`src/sv/ccpi_pkg.sv`:
```
// Shared types, register map and constants for the CC/CV charge PI controller.
`default_nettype none

package ccpi_pkg;

  // Fixed field widths of the ports and registers
  localparam int ADC_W       = 12;
  localparam int GAIN_W      = 16;
  localparam int TS_W        = 24;
  localparam int DRV_W       = 32;
  localparam int IDX_W       = 4;
  localparam int CFG_DATA_W  = 24;
  localparam int IN_TDATA_W  = 32;
  localparam int OUT_TDATA_W = 72;

  // Shared multiplier operand and product widths, accumulator and coefficient widths
  localparam int MUL_A_W = 18;
  localparam int MUL_B_W = 25;
  localparam int PROD_W  = MUL_A_W + MUL_B_W;
  localparam int ACC_W   = 37;
  localparam int C2_W    = 18;
  localparam int KITS_W  = 17;

  // Register indexes
  localparam logic [IDX_W-1:0] REG_CUR_KP   = 4'd0;
  localparam logic [IDX_W-1:0] REG_CUR_KI   = 4'd1;
  localparam logic [IDX_W-1:0] REG_VOLT_KP  = 4'd2;
  localparam logic [IDX_W-1:0] REG_VOLT_KI  = 4'd3;
  localparam logic [IDX_W-1:0] REG_TS       = 4'd4;
  localparam logic [IDX_W-1:0] REG_CUR_TGT  = 4'd5;
  localparam logic [IDX_W-1:0] REG_VOLT_TGT = 4'd6;
  localparam logic [IDX_W-1:0] REG_END_CUR  = 4'd7;

  // Register reset values
  localparam logic [GAIN_W-1:0] RST_CUR_KP   = 16'd8192;
  localparam logic [GAIN_W-1:0] RST_CUR_KI   = 16'd2048;
  localparam logic [GAIN_W-1:0] RST_VOLT_KP  = 16'd6554;
  localparam logic [GAIN_W-1:0] RST_VOLT_KI  = 16'd1229;
  localparam logic [TS_W-1:0]   RST_TS       = 24'd1678;
  localparam logic [ADC_W-1:0]  RST_CUR_TGT  = 12'd1024;
  localparam logic [ADC_W-1:0]  RST_VOLT_TGT = 12'd2048;
  localparam logic [ADC_W-1:0]  RST_END_CUR  = 12'd100;

  typedef enum logic [1:0] {
    PH_IDLE = 2'd0,
    PH_CC   = 2'd1,
    PH_CV   = 2'd2
  } phase_t;

  typedef enum logic [2:0] {
    ST_IDLE,
    ST_EVAL,
    ST_KITS,
    ST_KP,
    ST_KE,
    ST_FIN,
    ST_OUT
  } ctrl_state_t;

  typedef enum logic [2:0] {
    OP_NONE,
    OP_KITS,
    OP_KP,
    OP_KE,
    OP_FIN
  } dp_op_t;

  typedef struct packed {
    logic [GAIN_W-1:0] current_gain_p;
    logic [GAIN_W-1:0] current_gain_i;
    logic [GAIN_W-1:0] voltage_gain_p;
    logic [GAIN_W-1:0] voltage_gain_i;
    logic [TS_W-1:0]   sample_period;
    logic [ADC_W-1:0]  current_target;
    logic [ADC_W-1:0]  voltage_target;
    logic [ADC_W-1:0]  end_current;
  } cfg_t;

  typedef struct packed {
    logic   load_in;
    dp_op_t op;
    logic   sel_volt;
    logic   out_load;
  } dp_cmd_t;

  typedef struct packed {
    logic v_below;
    logic i_above;
  } dp_stat_t;

endpackage

`default_nettype wire

```
`src/sv/cc_cv_charge_pi_controller_core.sv`:
```
// Top level of the CC/CV charge controller with incremental PI current and voltage loops.
// out_tvalid rises as the sequencer leaves OUT: after EVAL, KITS, KP, KE and FIN when a PI
// loop runs, or straight after EVAL when the tick only changes phase or idles.
// A new request is taken only once the sequencer is back in idle, and OUT waits for a free output; one shared
// 18x25 multiplier takes Ki*Ts, Kp*e and the error-old product in turn.
// Reset (rst_n low, synchronous): phase idle, loop outputs and errors zero, registers at defaults.
`default_nettype none

module cc_cv_charge_pi_controller_core #(
  parameter int SAMPLE_BITS = 12
) (
  input  wire logic                               clk,
  input  wire logic                               rst_n,
  // tdata: [11:0] voltage_sample, [23:12] current_sample, [24] start_request
  input  wire logic                               in_tvalid,
  output logic                                    in_tready,
  input  wire logic [ccpi_pkg::IN_TDATA_W-1:0]    in_tdata,
  // tdata: [1:0] phase, [33:2] current_drive, [65:34] voltage_drive
  output logic                                    out_tvalid,
  input  wire logic                               out_tready,
  output logic [ccpi_pkg::OUT_TDATA_W-1:0]        out_tdata,
  output logic                                    out_tlast,
  input  wire logic                               cfg_valid,
  output logic                                    cfg_ready,
  input  wire logic [ccpi_pkg::IDX_W-1:0]         cfg_index,
  input  wire logic [ccpi_pkg::CFG_DATA_W-1:0]    cfg_data
);
  import ccpi_pkg::*;

  cfg_t       cfg;
  dp_cmd_t    cmd;
  dp_stat_t   stat;
  phase_t     out_phase;
  logic [DRV_W-1:0] current_drive, voltage_drive;

  ccpi_regs u_regs (
    .clk       (clk),
    .rst_n     (rst_n),
    .cfg_valid (cfg_valid),
    .cfg_ready (cfg_ready),
    .cfg_index (cfg_index),
    .cfg_data  (cfg_data),
    .cfg       (cfg)
  );

  ccpi_ctrl u_ctrl (
    .clk        (clk),
    .rst_n      (rst_n),
    .in_tvalid  (in_tvalid),
    .in_tready  (in_tready),
    .in_start   (in_tdata[2*ADC_W]),
    .out_tvalid (out_tvalid),
    .out_tready (out_tready),
    .out_phase  (out_phase),
    .out_done   (out_tlast),
    .cmd        (cmd),
    .stat       (stat)
  );

  ccpi_dp #(
    .SAMPLE_BITS (SAMPLE_BITS)
  ) u_dp (
    .clk           (clk),
    .rst_n         (rst_n),
    .in_voltage    (in_tdata[ADC_W-1:0]),
    .in_current    (in_tdata[2*ADC_W-1:ADC_W]),
    .cfg           (cfg),
    .cmd           (cmd),
    .stat          (stat),
    .current_drive (current_drive),
    .voltage_drive (voltage_drive)
  );

  assign out_tdata = {{(OUT_TDATA_W-2*DRV_W-2){1'b0}}, voltage_drive, current_drive,
                      logic'(out_phase[1]), logic'(out_phase[0])};

  // a request is worked on alone: the input closes right after it is taken
  a_single_request: assert property (@(posedge clk) disable iff (!rst_n)
    (in_tvalid && in_tready) |=> !in_tready)
    else $error("input accepted while a request is in flight");

  // the end-of-charge flag only comes with the idle phase
  a_done_is_idle: assert property (@(posedge clk) disable iff (!rst_n)
    (out_tvalid && out_tlast) |-> (out_tdata[1:0] == PH_IDLE))
    else $error("charge done reported outside idle");

  // a new result is loaded only as the sequencer returns to idle
  a_result_frees_input: assert property (@(posedge clk) disable iff (!rst_n)
    $rose(out_tvalid) |-> in_tready)
    else $error("result offered while sequencer busy");

endmodule

`default_nettype wire

```
`src/sv/ccpi_regs.sv`:
```
// Configuration register file of the charge controller.
`default_nettype none

module ccpi_regs (
  input  wire logic                          clk,
  input  wire logic                          rst_n,
  input  wire logic                          cfg_valid,
  output logic                               cfg_ready,
  input  wire logic [ccpi_pkg::IDX_W-1:0]      cfg_index,
  input  wire logic [ccpi_pkg::CFG_DATA_W-1:0] cfg_data,
  output ccpi_pkg::cfg_t                     cfg
);
  import ccpi_pkg::*;

  cfg_t cfg_r;
  cfg_t cfg_nxt;

  assign cfg_ready = 1'b1;
  assign cfg       = cfg_r;

  always_comb begin
    cfg_nxt = cfg_r;
    if (cfg_valid) begin
      unique case (cfg_index)
        REG_CUR_KP:   cfg_nxt.current_gain_p = cfg_data[GAIN_W-1:0];
        REG_CUR_KI:   cfg_nxt.current_gain_i = cfg_data[GAIN_W-1:0];
        REG_VOLT_KP:  cfg_nxt.voltage_gain_p = cfg_data[GAIN_W-1:0];
        REG_VOLT_KI:  cfg_nxt.voltage_gain_i = cfg_data[GAIN_W-1:0];
        REG_TS:       cfg_nxt.sample_period  = cfg_data[TS_W-1:0];
        REG_CUR_TGT:  cfg_nxt.current_target = cfg_data[ADC_W-1:0];
        REG_VOLT_TGT: cfg_nxt.voltage_target = cfg_data[ADC_W-1:0];
        REG_END_CUR:  cfg_nxt.end_current    = cfg_data[ADC_W-1:0];
        default:      cfg_nxt = cfg_r; // drop writes beyond the map
      endcase
    end
  end

  always_ff @(posedge clk) begin
    if (!rst_n) begin
      cfg_r.current_gain_p <= RST_CUR_KP;
      cfg_r.current_gain_i <= RST_CUR_KI;
      cfg_r.voltage_gain_p <= RST_VOLT_KP;
      cfg_r.voltage_gain_i <= RST_VOLT_KI;
      cfg_r.sample_period  <= RST_TS;
      cfg_r.current_target <= RST_CUR_TGT;
      cfg_r.voltage_target <= RST_VOLT_TGT;
      cfg_r.end_current    <= RST_END_CUR;
    end else begin
      cfg_r <= cfg_nxt;
    end
  end

endmodule

`default_nettype wire

```
`src/sv/ccpi_ctrl.sv`:
```
// Sequencer of the charge controller: phase machine, PI step order and output handshake.
`default_nettype none

module ccpi_ctrl (
  input  wire logic               clk,
  input  wire logic               rst_n,
  input  wire logic               in_tvalid,
  output logic                    in_tready,
  input  wire logic               in_start,
  output logic                    out_tvalid,
  input  wire logic               out_tready,
  output ccpi_pkg::phase_t        out_phase,
  output logic                    out_done,
  output ccpi_pkg::dp_cmd_t       cmd,
  input  wire ccpi_pkg::dp_stat_t stat
);
  import ccpi_pkg::*;

  ctrl_state_t state_r, state_nxt;
  phase_t      phase_r, phase_nxt;
  phase_t      out_phase_r, out_phase_nxt;
  logic        start_r, start_nxt;
  logic        sel_volt_r, sel_volt_nxt;
  logic        done_r, done_nxt;
  logic        out_valid_r, out_valid_nxt;
  logic        out_done_r, out_done_nxt;

  assign in_tready  = (state_r == ST_IDLE);
  assign out_tvalid = out_valid_r;
  assign out_phase  = out_phase_r;
  assign out_done   = out_done_r;

  always_comb begin
    state_nxt     = state_r;
    phase_nxt     = phase_r;
    start_nxt     = start_r;
    sel_volt_nxt  = sel_volt_r;
    done_nxt      = done_r;
    out_phase_nxt = out_phase_r;
    out_done_nxt  = out_done_r;
    out_valid_nxt = out_valid_r && !out_tready;

    cmd.load_in  = 1'b0;
    cmd.op       = OP_NONE;
    cmd.sel_volt = sel_volt_r;
    cmd.out_load = 1'b0;

    unique case (state_r)
      ST_IDLE: begin
        if (in_tvalid) begin
          cmd.load_in = 1'b1;
          start_nxt   = in_start;
          state_nxt   = ST_EVAL;
        end
      end
      ST_EVAL: begin
        done_nxt  = 1'b0;
        state_nxt = ST_OUT;
        unique case (phase_r)
          PH_IDLE: begin
            if (start_r) phase_nxt = PH_CC;
          end
          PH_CC: begin
            if (stat.v_below) begin
              sel_volt_nxt = 1'b0;
              state_nxt    = ST_KITS;
            end else begin
              phase_nxt = PH_CV;
            end
          end
          PH_CV: begin
            if (stat.i_above) begin
              sel_volt_nxt = 1'b1;
              state_nxt    = ST_KITS;
            end else begin
              phase_nxt = PH_IDLE;
              done_nxt  = 1'b1;
            end
          end
          default: phase_nxt = PH_IDLE; // unused code falls back to idle
        endcase
      end
      ST_KITS: begin
        cmd.op    = OP_KITS;
        state_nxt = ST_KP;
      end
      ST_KP: begin
        cmd.op    = OP_KP;
        state_nxt = ST_KE;
      end
      ST_KE: begin
        cmd.op    = OP_KE;
        state_nxt = ST_FIN;
      end
      ST_FIN: begin
        cmd.op    = OP_FIN;
        state_nxt = ST_OUT;
      end
      ST_OUT: begin
        // hold the result until the output register is free
        if (!out_valid_r || out_tready) begin
          cmd.out_load  = 1'b1;
          out_valid_nxt = 1'b1;
          out_phase_nxt = phase_r;
          out_done_nxt  = done_r;
          state_nxt     = ST_IDLE;
        end
      end
      default: state_nxt = ST_IDLE;
    endcase
  end

  always_ff @(posedge clk) begin
    if (!rst_n) begin
      state_r     <= ST_IDLE;
      phase_r     <= PH_IDLE;
      start_r     <= 1'b0;
      sel_volt_r  <= 1'b0;
      done_r      <= 1'b0;
      out_valid_r <= 1'b0;
      out_phase_r <= PH_IDLE;
      out_done_r  <= 1'b0;
    end else begin
      state_r     <= state_nxt;
      phase_r     <= phase_nxt;
      start_r     <= start_nxt;
      sel_volt_r  <= sel_volt_nxt;
      done_r      <= done_nxt;
      out_valid_r <= out_valid_nxt;
      out_phase_r <= out_phase_nxt;
      out_done_r  <= out_done_nxt;
    end
  end

endmodule

`default_nettype wire

```
`src/sv/ccpi_dp.sv`:
```
// Datapath of the charge controller: shared multiplier, PI accumulate and saturation.
`default_nettype none

module ccpi_dp #(
  parameter int SAMPLE_BITS = 12
) (
  input  wire logic                      clk,
  input  wire logic                      rst_n,
  input  wire logic [ccpi_pkg::ADC_W-1:0] in_voltage,
  input  wire logic [ccpi_pkg::ADC_W-1:0] in_current,
  input  wire ccpi_pkg::cfg_t            cfg,
  input  wire ccpi_pkg::dp_cmd_t         cmd,
  output ccpi_pkg::dp_stat_t             stat,
  output logic [ccpi_pkg::DRV_W-1:0]     current_drive,
  output logic [ccpi_pkg::DRV_W-1:0]     voltage_drive
);
  import ccpi_pkg::*;

  localparam int EW = SAMPLE_BITS + 1;
  localparam logic [KITS_W+TS_W-1:0] KITS_RND = (KITS_W + TS_W)'(1) << (TS_W - 1);
  localparam logic signed [ACC_W-1:0] SAT_MAX = ACC_W'(64'sd2147483647);
  localparam logic signed [ACC_W-1:0] SAT_MIN = ACC_W'(-64'sd2147483648);

  logic [SAMPLE_BITS-1:0] v_r, i_r;
  logic signed [PROD_W-1:0] p_r;
  logic signed [C2_W-1:0]   c2_r;
  logic signed [ACC_W-1:0]  acc_r;
  logic signed [DRV_W-1:0]  cur_out_r, volt_out_r;
  logic signed [EW-1:0]     cur_err_r, volt_err_r;
  logic [DRV_W-1:0]         cur_drive_r, volt_drive_r;

  logic [SAMPLE_BITS-1:0]   cur_tgt, volt_tgt, end_cur, tgt_sel, smp_sel;
  logic [GAIN_W-1:0]        kp_sel, ki_sel;
  logic signed [EW-1:0]     err_now, err_prev_sel;
  logic signed [DRV_W-1:0]  out_prev_sel;
  logic signed [MUL_A_W-1:0] mul_a;
  logic signed [MUL_B_W-1:0] mul_b;
  logic signed [PROD_W-1:0] product;
  logic [KITS_W+TS_W-1:0]   kits_sum;
  logic [KITS_W-1:0]        kits;
  logic signed [C2_W-1:0]   c2_nxt;
  logic signed [ACC_W-1:0]  p_acc, acc_start, acc_sum;
  logic signed [DRV_W-1:0]  sat_out;

  assign cur_tgt  = SAMPLE_BITS'(cfg.current_target);
  assign volt_tgt = SAMPLE_BITS'(cfg.voltage_target);
  assign end_cur  = SAMPLE_BITS'(cfg.end_current);

  assign stat.v_below = (v_r < volt_tgt);
  assign stat.i_above = (i_r > end_cur);

  assign kp_sel       = cmd.sel_volt ? cfg.voltage_gain_p : cfg.current_gain_p;
  assign ki_sel       = cmd.sel_volt ? cfg.voltage_gain_i : cfg.current_gain_i;
  assign tgt_sel      = cmd.sel_volt ? volt_tgt : cur_tgt;
  assign smp_sel      = cmd.sel_volt ? v_r : i_r;
  assign err_prev_sel = cmd.sel_volt ? volt_err_r : cur_err_r;
  assign out_prev_sel = cmd.sel_volt ? volt_out_r : cur_out_r;
  assign err_now      = $signed({1'b0, tgt_sel}) - $signed({1'b0, smp_sel});

  always_comb begin
    unique case (cmd.op)
      OP_KITS: begin
        mul_a = $signed({{(MUL_A_W-GAIN_W){1'b0}}, ki_sel});
        mul_b = $signed({{(MUL_B_W-TS_W){1'b0}}, cfg.sample_period});
      end
      OP_KP: begin
        mul_a = $signed({{(MUL_A_W-GAIN_W){1'b0}}, kp_sel});
        mul_b = {{(MUL_B_W-EW){err_now[EW-1]}}, err_now};
      end
      OP_KE: begin
        mul_a = c2_r;
        mul_b = {{(MUL_B_W-EW){err_prev_sel[EW-1]}}, err_prev_sel};
      end
      default: begin
        mul_a = '0;
        mul_b = '0;
      end
    endcase
  end

  assign product = mul_a * mul_b;

  // Ki*Ts rounded half up to Q4.12, then the error-old coefficient Ki*Ts - Kp
  assign kits_sum = p_r[KITS_W+TS_W-1:0] + KITS_RND;
  assign kits     = kits_sum[KITS_W+TS_W-1:TS_W];
  assign c2_nxt   = $signed({1'b0, kits}) - $signed({{(C2_W-GAIN_W){1'b0}}, kp_sel});

  assign p_acc     = p_r[ACC_W-1:0];
  assign acc_start = {{(ACC_W-DRV_W){out_prev_sel[DRV_W-1]}}, out_prev_sel} + p_acc;
  assign acc_sum   = acc_r + p_acc;

  always_comb begin
    priority if (acc_sum > SAT_MAX) sat_out = SAT_MAX[DRV_W-1:0];
    else if (acc_sum < SAT_MIN)     sat_out = SAT_MIN[DRV_W-1:0];
    else                            sat_out = acc_sum[DRV_W-1:0];
  end

  assign current_drive = cur_drive_r;
  assign voltage_drive = volt_drive_r;

  always_ff @(posedge clk) begin
    if (cmd.load_in) begin
      v_r <= SAMPLE_BITS'(in_voltage);
      i_r <= SAMPLE_BITS'(in_current);
    end
    if (cmd.op != OP_NONE) p_r <= product;
    if (cmd.op == OP_KP) c2_r <= c2_nxt;
    if (cmd.op == OP_KE) acc_r <= acc_start;
    if (cmd.out_load) begin
      cur_drive_r  <= cur_out_r;
      volt_drive_r <= volt_out_r;
    end
  end

  // loop state persists across charge cycles; only reset clears it
  always_ff @(posedge clk) begin
    if (!rst_n) begin
      cur_out_r  <= '0;
      cur_err_r  <= '0;
      volt_out_r <= '0;
      volt_err_r <= '0;
    end else if (cmd.op == OP_FIN) begin
      if (cmd.sel_volt) begin
        volt_out_r <= sat_out;
        volt_err_r <= err_now;
      end else begin
        cur_out_r <= sat_out;
        cur_err_r <= err_now;
      end
    end
  end

endmodule

`default_nettype wire
```
`config.mk`:
```
export PLATFORM = sky130hd
export DESIGN_NAME = cc_cv_charge_pi_controller_core
export DESIGN_NICKNAME = d
export VERILOG_FILES = /design/src/sv/ccpi_pkg.sv /design/src/sv/cc_cv_charge_pi_controller_core.sv /design/src/sv/ccpi_regs.sv /design/src/sv/ccpi_ctrl.sv /design/src/sv/ccpi_dp.sv
export SDC_FILE = /design/constraint.sdc
export NUM_CORES = 2
export LEC_CHECK = 0
export BUFFER_PORTS_ARGS = -buffer_cell sky130_fd_sc_hd__buf_2
export CAP_MARGIN = 30
export CORE_MARGIN = 2
export CORE_UTILIZATION = 31
export CTS_CLUSTER_SIZE = 20
export DETAILED_ROUTE_END_ITERATION = 6
export GPL_TIMING_DRIVEN = 0
export SLEW_MARGIN = 20
export SYNTH_ARGS = -nofsm -noshare
export SYNTH_HDL_FRONTEND = slang
export SYNTH_SLANG_ARGS = --single-unit
```
`constraint.sdc`:
```
create_clock -name clk -period 15.3 [get_ports clk]
set_input_delay 3.06 -clock clk [delete_from_list [all_inputs] [get_ports clk]]
set_output_delay 3.06 -clock clk [all_outputs]
set_load 0.02 [all_outputs]
```
==> flow_summary_export.csv <==
group,metric,value,unit
placed_design,gp_congestion,0.9629,
route,drt_iter0_markers,2445,
sta,fin_crit,13710,ps
global_routing,grt_start_max_net_pins,59,
floorplanning,dieHeight,348.4,um
floorplanning,ios,141,
power_and_ir_drop,power_frac_comb,30.5,%
final_layout,layout-drive-gt1-share,7.549,%
placed_design,post-place-ws,1154,ps
route,vias,29279,
setup_path,slowest_delay,640,ps
clocking,clk-insertion-delay-late,610,ps
worst_hold_path,min_to,"u_dp.volt_err_r[3]",
synthesis,synthCells,4017,
clocking,cts-htree-levels,2,
synthesis,synth_xor_area_share,3.157,%
sta,relSlewSlack,20.35,%
setup_path,critPathLaunchType,"register",
power_and_ir_drop,total_leakage_power,17.68,nW
clocking,cts.clk_slew.worst_paths,70,ps
floorplanning,rows,126,
final_layout,diodes,0,
sta,skew,38.26,ps
global_routing,grt_util_all_layers,18.50,%
sta,finalCritPeriodShare,89.60,%
clocking,cts_root_buf,"clkbuf_16",
worst_hold_path,holdPathStages,2,
power_and_ir_drop,p_int,2.175,mW
final_layout,nFillCells,12158,
sta,timing.fmax,72.95,MHz
placed_design,dp_hpwl,91960,um
synthesis,synth-main-ff-cell,"dfxtp_1",
setup_path,reg2reg_to,"u_dp.p_r[39]",
synthesis,syn_area_per_cell,9.156,um^2
global_routing,antenna_found_initial,2,
route,drc_errors,0,
final_layout,fin_util,34.77,%
route,vias_per_cell,5.070,
worst_hold_path,hold_path_class,"register to register",
sta,tns,0,ps
setup_path,criticalPathCategory,"register to register",
setup_path,required,15600,ps
global_routing,overflow,0,
sta,hold_viol,0,
setup_path,cp.arrival,14010,ps
setup_path,cpMostUsedCell,"fa_1",
sta,tightest_slew,1195,ps
route,dr.max_layer_used,"met5",
synthesis,synth-warning-count,0,
route,wl_met3,7345,um
synthesis,async_reset_ff_share,0,%
power_and_ir_drop,ir_drop,0.09832,mV
final_layout,area_growth_syn_to_layout,11.50,%
synthesis,synth_edf_count,184,
final_layout,nets,4932,
clocking,cts_resized,0,
clocking,cts_tree,"yes",
clocking,postCtsHoldBufs,0,
floorplanning,dieArea,121400,um^2
route,wl_met1,47710,um
route,drt_pass1_iterations,5,
power_and_ir_drop,pwr-share-clk,31.4,%
route,avgRoutedWirePerCell,19.38,um
power_and_ir_drop,swShare,35.49,%
synthesis,synth_compound_area_share,11.86,%
sta,setup_viol,0,
setup_path,critPathSlowestCell,"a2111oi_0",
floorplanning,coreArea,117900,um^2
setup_path,r2r_cells,41,
synthesis,synth_fa_ha_area_share,31.35,%
route,finalWirelength,111900,um
setup_path,critPathMaxFanout,10,
sta,layout_setup_ws,1592,ps
worst_hold_path,worstHoldStart,"u_dp.volt_err_r[3]",
sta,drv_slew,0,
floorplanning,initial_utilization,31.19,%
job,maxCapViolCount,0,
global_routing,grt_pass1_vias,29008,
synthesis,synth.distinct_cells,92,
final_layout,instances_no_fill,5775,
placed_design,portBuffers,114,
power_and_ir_drop,powerDensity,82.23,nW/um^2
synthesis,synthMuxAreaShare,3.800,%
power_and_ir_drop,seqPwrFrac,38.1,%
setup_path,reg2reg_slack,1590,ps
synthesis,netlist_area,36780,um^2
synthesis,ys_ff_latch,410,
clocking,clock-sinks,410,
sta,rsz0062_at_grt,"no",
route,detail-route-antenna-nets,0,
power_and_ir_drop,p_sw,1.197,mW
setup_path,r2r_start,"u_ctrl.sel_volt_r",
synthesis,synth_top_family_by_area,"adder cells",
clocking,clk_path_buf_depth,3,
global_routing,grt_pass1_wl,172300,um
clocking,cts_made_buffers,43,
setup_path,endpoint_kind,"register",
route,wl_met2,51710,um
sta,whs,453.1,ps
placed_design,place_inst,5688,
clocking,post_cts_buffers,0,
synthesis,yosys.area_share.simple,14.31,%
outcome,status,"finished, final reports clean",
floorplanning,die_w,348.4,um
synthesis,synth.yosys.seq_area_share,27.32,%
worst max-delay path: cells and delay by family (launching register included):
kind | cells | cell delay (ps)
DFF | 1 | 310
adders and majority gates | 9 | 4010
and+or+nand+nor | 4 | 840
muxes | 1 | 280
AOI/OAI and AO/OA | 16 | 4390
buffers and inverters | 11 | 3550
metrics by stage:
stage          area [um^2]  power (mW)
2_1_floorplan        36800       1.987
3_3_place_gp         39290       2.296
5_1_grt              41010       3.539
6_report             41010       3.372
4_1_cts              40940       3.379
3_5_place_dp         39520       2.317
synthesized netlist by cell type (all sizes together) (12+ instances only):
library cell,count,area share [%]
and2,34,0.59
clkbuf,148,1.5
inv,609,6.2
or2,16,0.28
nand4,14,0.24
o21ai,128,1.8
o21a,28,0.57
a32oi,12,0.29
mux2,45,1.4
a211oi,19,0.42
nor2,283,2.9
xnor2,103,2.5
a21o,61,1.3
nand3,89,1.2
xor2,27,0.64
a31oi,20,0.34
a21oi,259,3.5
nor3,34,0.46
dfxtp,226,12
o21bai,16,0.33
a32o,12,0.33
nand2,610,6.3
or3,22,0.37
edfxtp,184,15
mux2i,89,2.4
and3,21,0.36
o211ai,14,0.30
ha,232,7.9
fa,431,23
nand2b,21,0.36
o31ai,19,0.39
a21boi,12,0.24
nor2b,33,0.56
buf,30,0.44
worst max-delay path by stage:
stage	to	start	cells past startpoint	slack [ps]
after global routing	u_dp.p_r[39]	u_ctrl.sel_volt_r	36	1020
after CTS	u_dp.p_r[39]	u_ctrl.sel_volt_r	41	1120
after floorplan	u_dp.p_r[39]	u_ctrl.sel_volt_r	41	4570
final	u_dp.p_r[39]	u_ctrl.sel_volt_r	41	1590
after detailed placement	u_dp.p_r[39]	u_ctrl.sel_volt_r	39	1150
after global placement	u_dp.p_r[39]	u_ctrl.sel_volt_r	39	920
power groups by stage:
stage / clock network, mW / registers [mW] / logic, mW
final: 1.06 / 1.28 / 1.03
after global routing: 1.12 / 1.29 / 1.13
after CTS: 1.08 / 1.28 / 1.02
after detailed placement: 0 / 1.31 / 1.01
after global placement: 0 / 1.31 / 0.987
after floorplan: 0 / 1.28 / 0.705
flip-flops by register name (all words and copies together), names as in the netlist, 2 cells and up:
register	cells
u_ctrl.out_phase	2
u_ctrl.phase_r	2
u_ctrl.state_r	3
u_dp.acc_r	37
u_dp.c2_r	18
u_dp.cur_err_r	13
u_dp.cur_out_r	32
u_dp.current_drive	32
u_dp.i_r	12
u_dp.p_r	41
u_dp.v_r	12
u_dp.volt_err_r	13
u_dp.volt_out_r	32
u_dp.voltage_drive	32
u_regs.cfg	124
placed cells by master (no fill, tap or decap), types with 60 or more instances in the layout:
cell,Yosys,layout
a21o_1,60,60
a21oi_1,259,259
buf_2,7,123
clkbuf_1,148,156
dfxtp_1,226,226
edfxtp_1,184,184
fa_1,431,431
ha_1,232,232
inv_1,608,608
mux2i_1,89,89
nand2_1,601,601
nand3_1,89,89
nor2_1,281,281
o21ai_0,116,116
xnor2_1,103,103
metal layers:
metal / global-route usage, % / vias up
met4: 7.873 / 2
met3: 2.563 / 215
met2: 30.57 / 1014
li1: - / 13489
met1: 24.22 / 14559
met5: 0 / -
cell type report:
cell class	instances	area [um^2]	share of cell area [%]
multi-input cells	2824	23780	57.98
flip-flops and latches	410	10050	24.51
inverters	610	2290	5.584
well taps	1536	1922	4.687
clock buffers	57	1179	2.874
repair buffers	137	823.3	2.008
plain buffers	178	723.2	1.764
clock inverters	23	244.0	0.5950
cell families after synthesis:
| logic type | count (synthesis) |
|---|---|
| compound gates | 680 |
| simple gates | 1209 |
| xor+xnor | 131 |
| flops | 410 |
| fa+ha+maj | 663 |
| buf+inv | 788 |
| mux | 134 |
| other cells | 2 |
No activity file was read; power rests on OpenSTA's default activity.
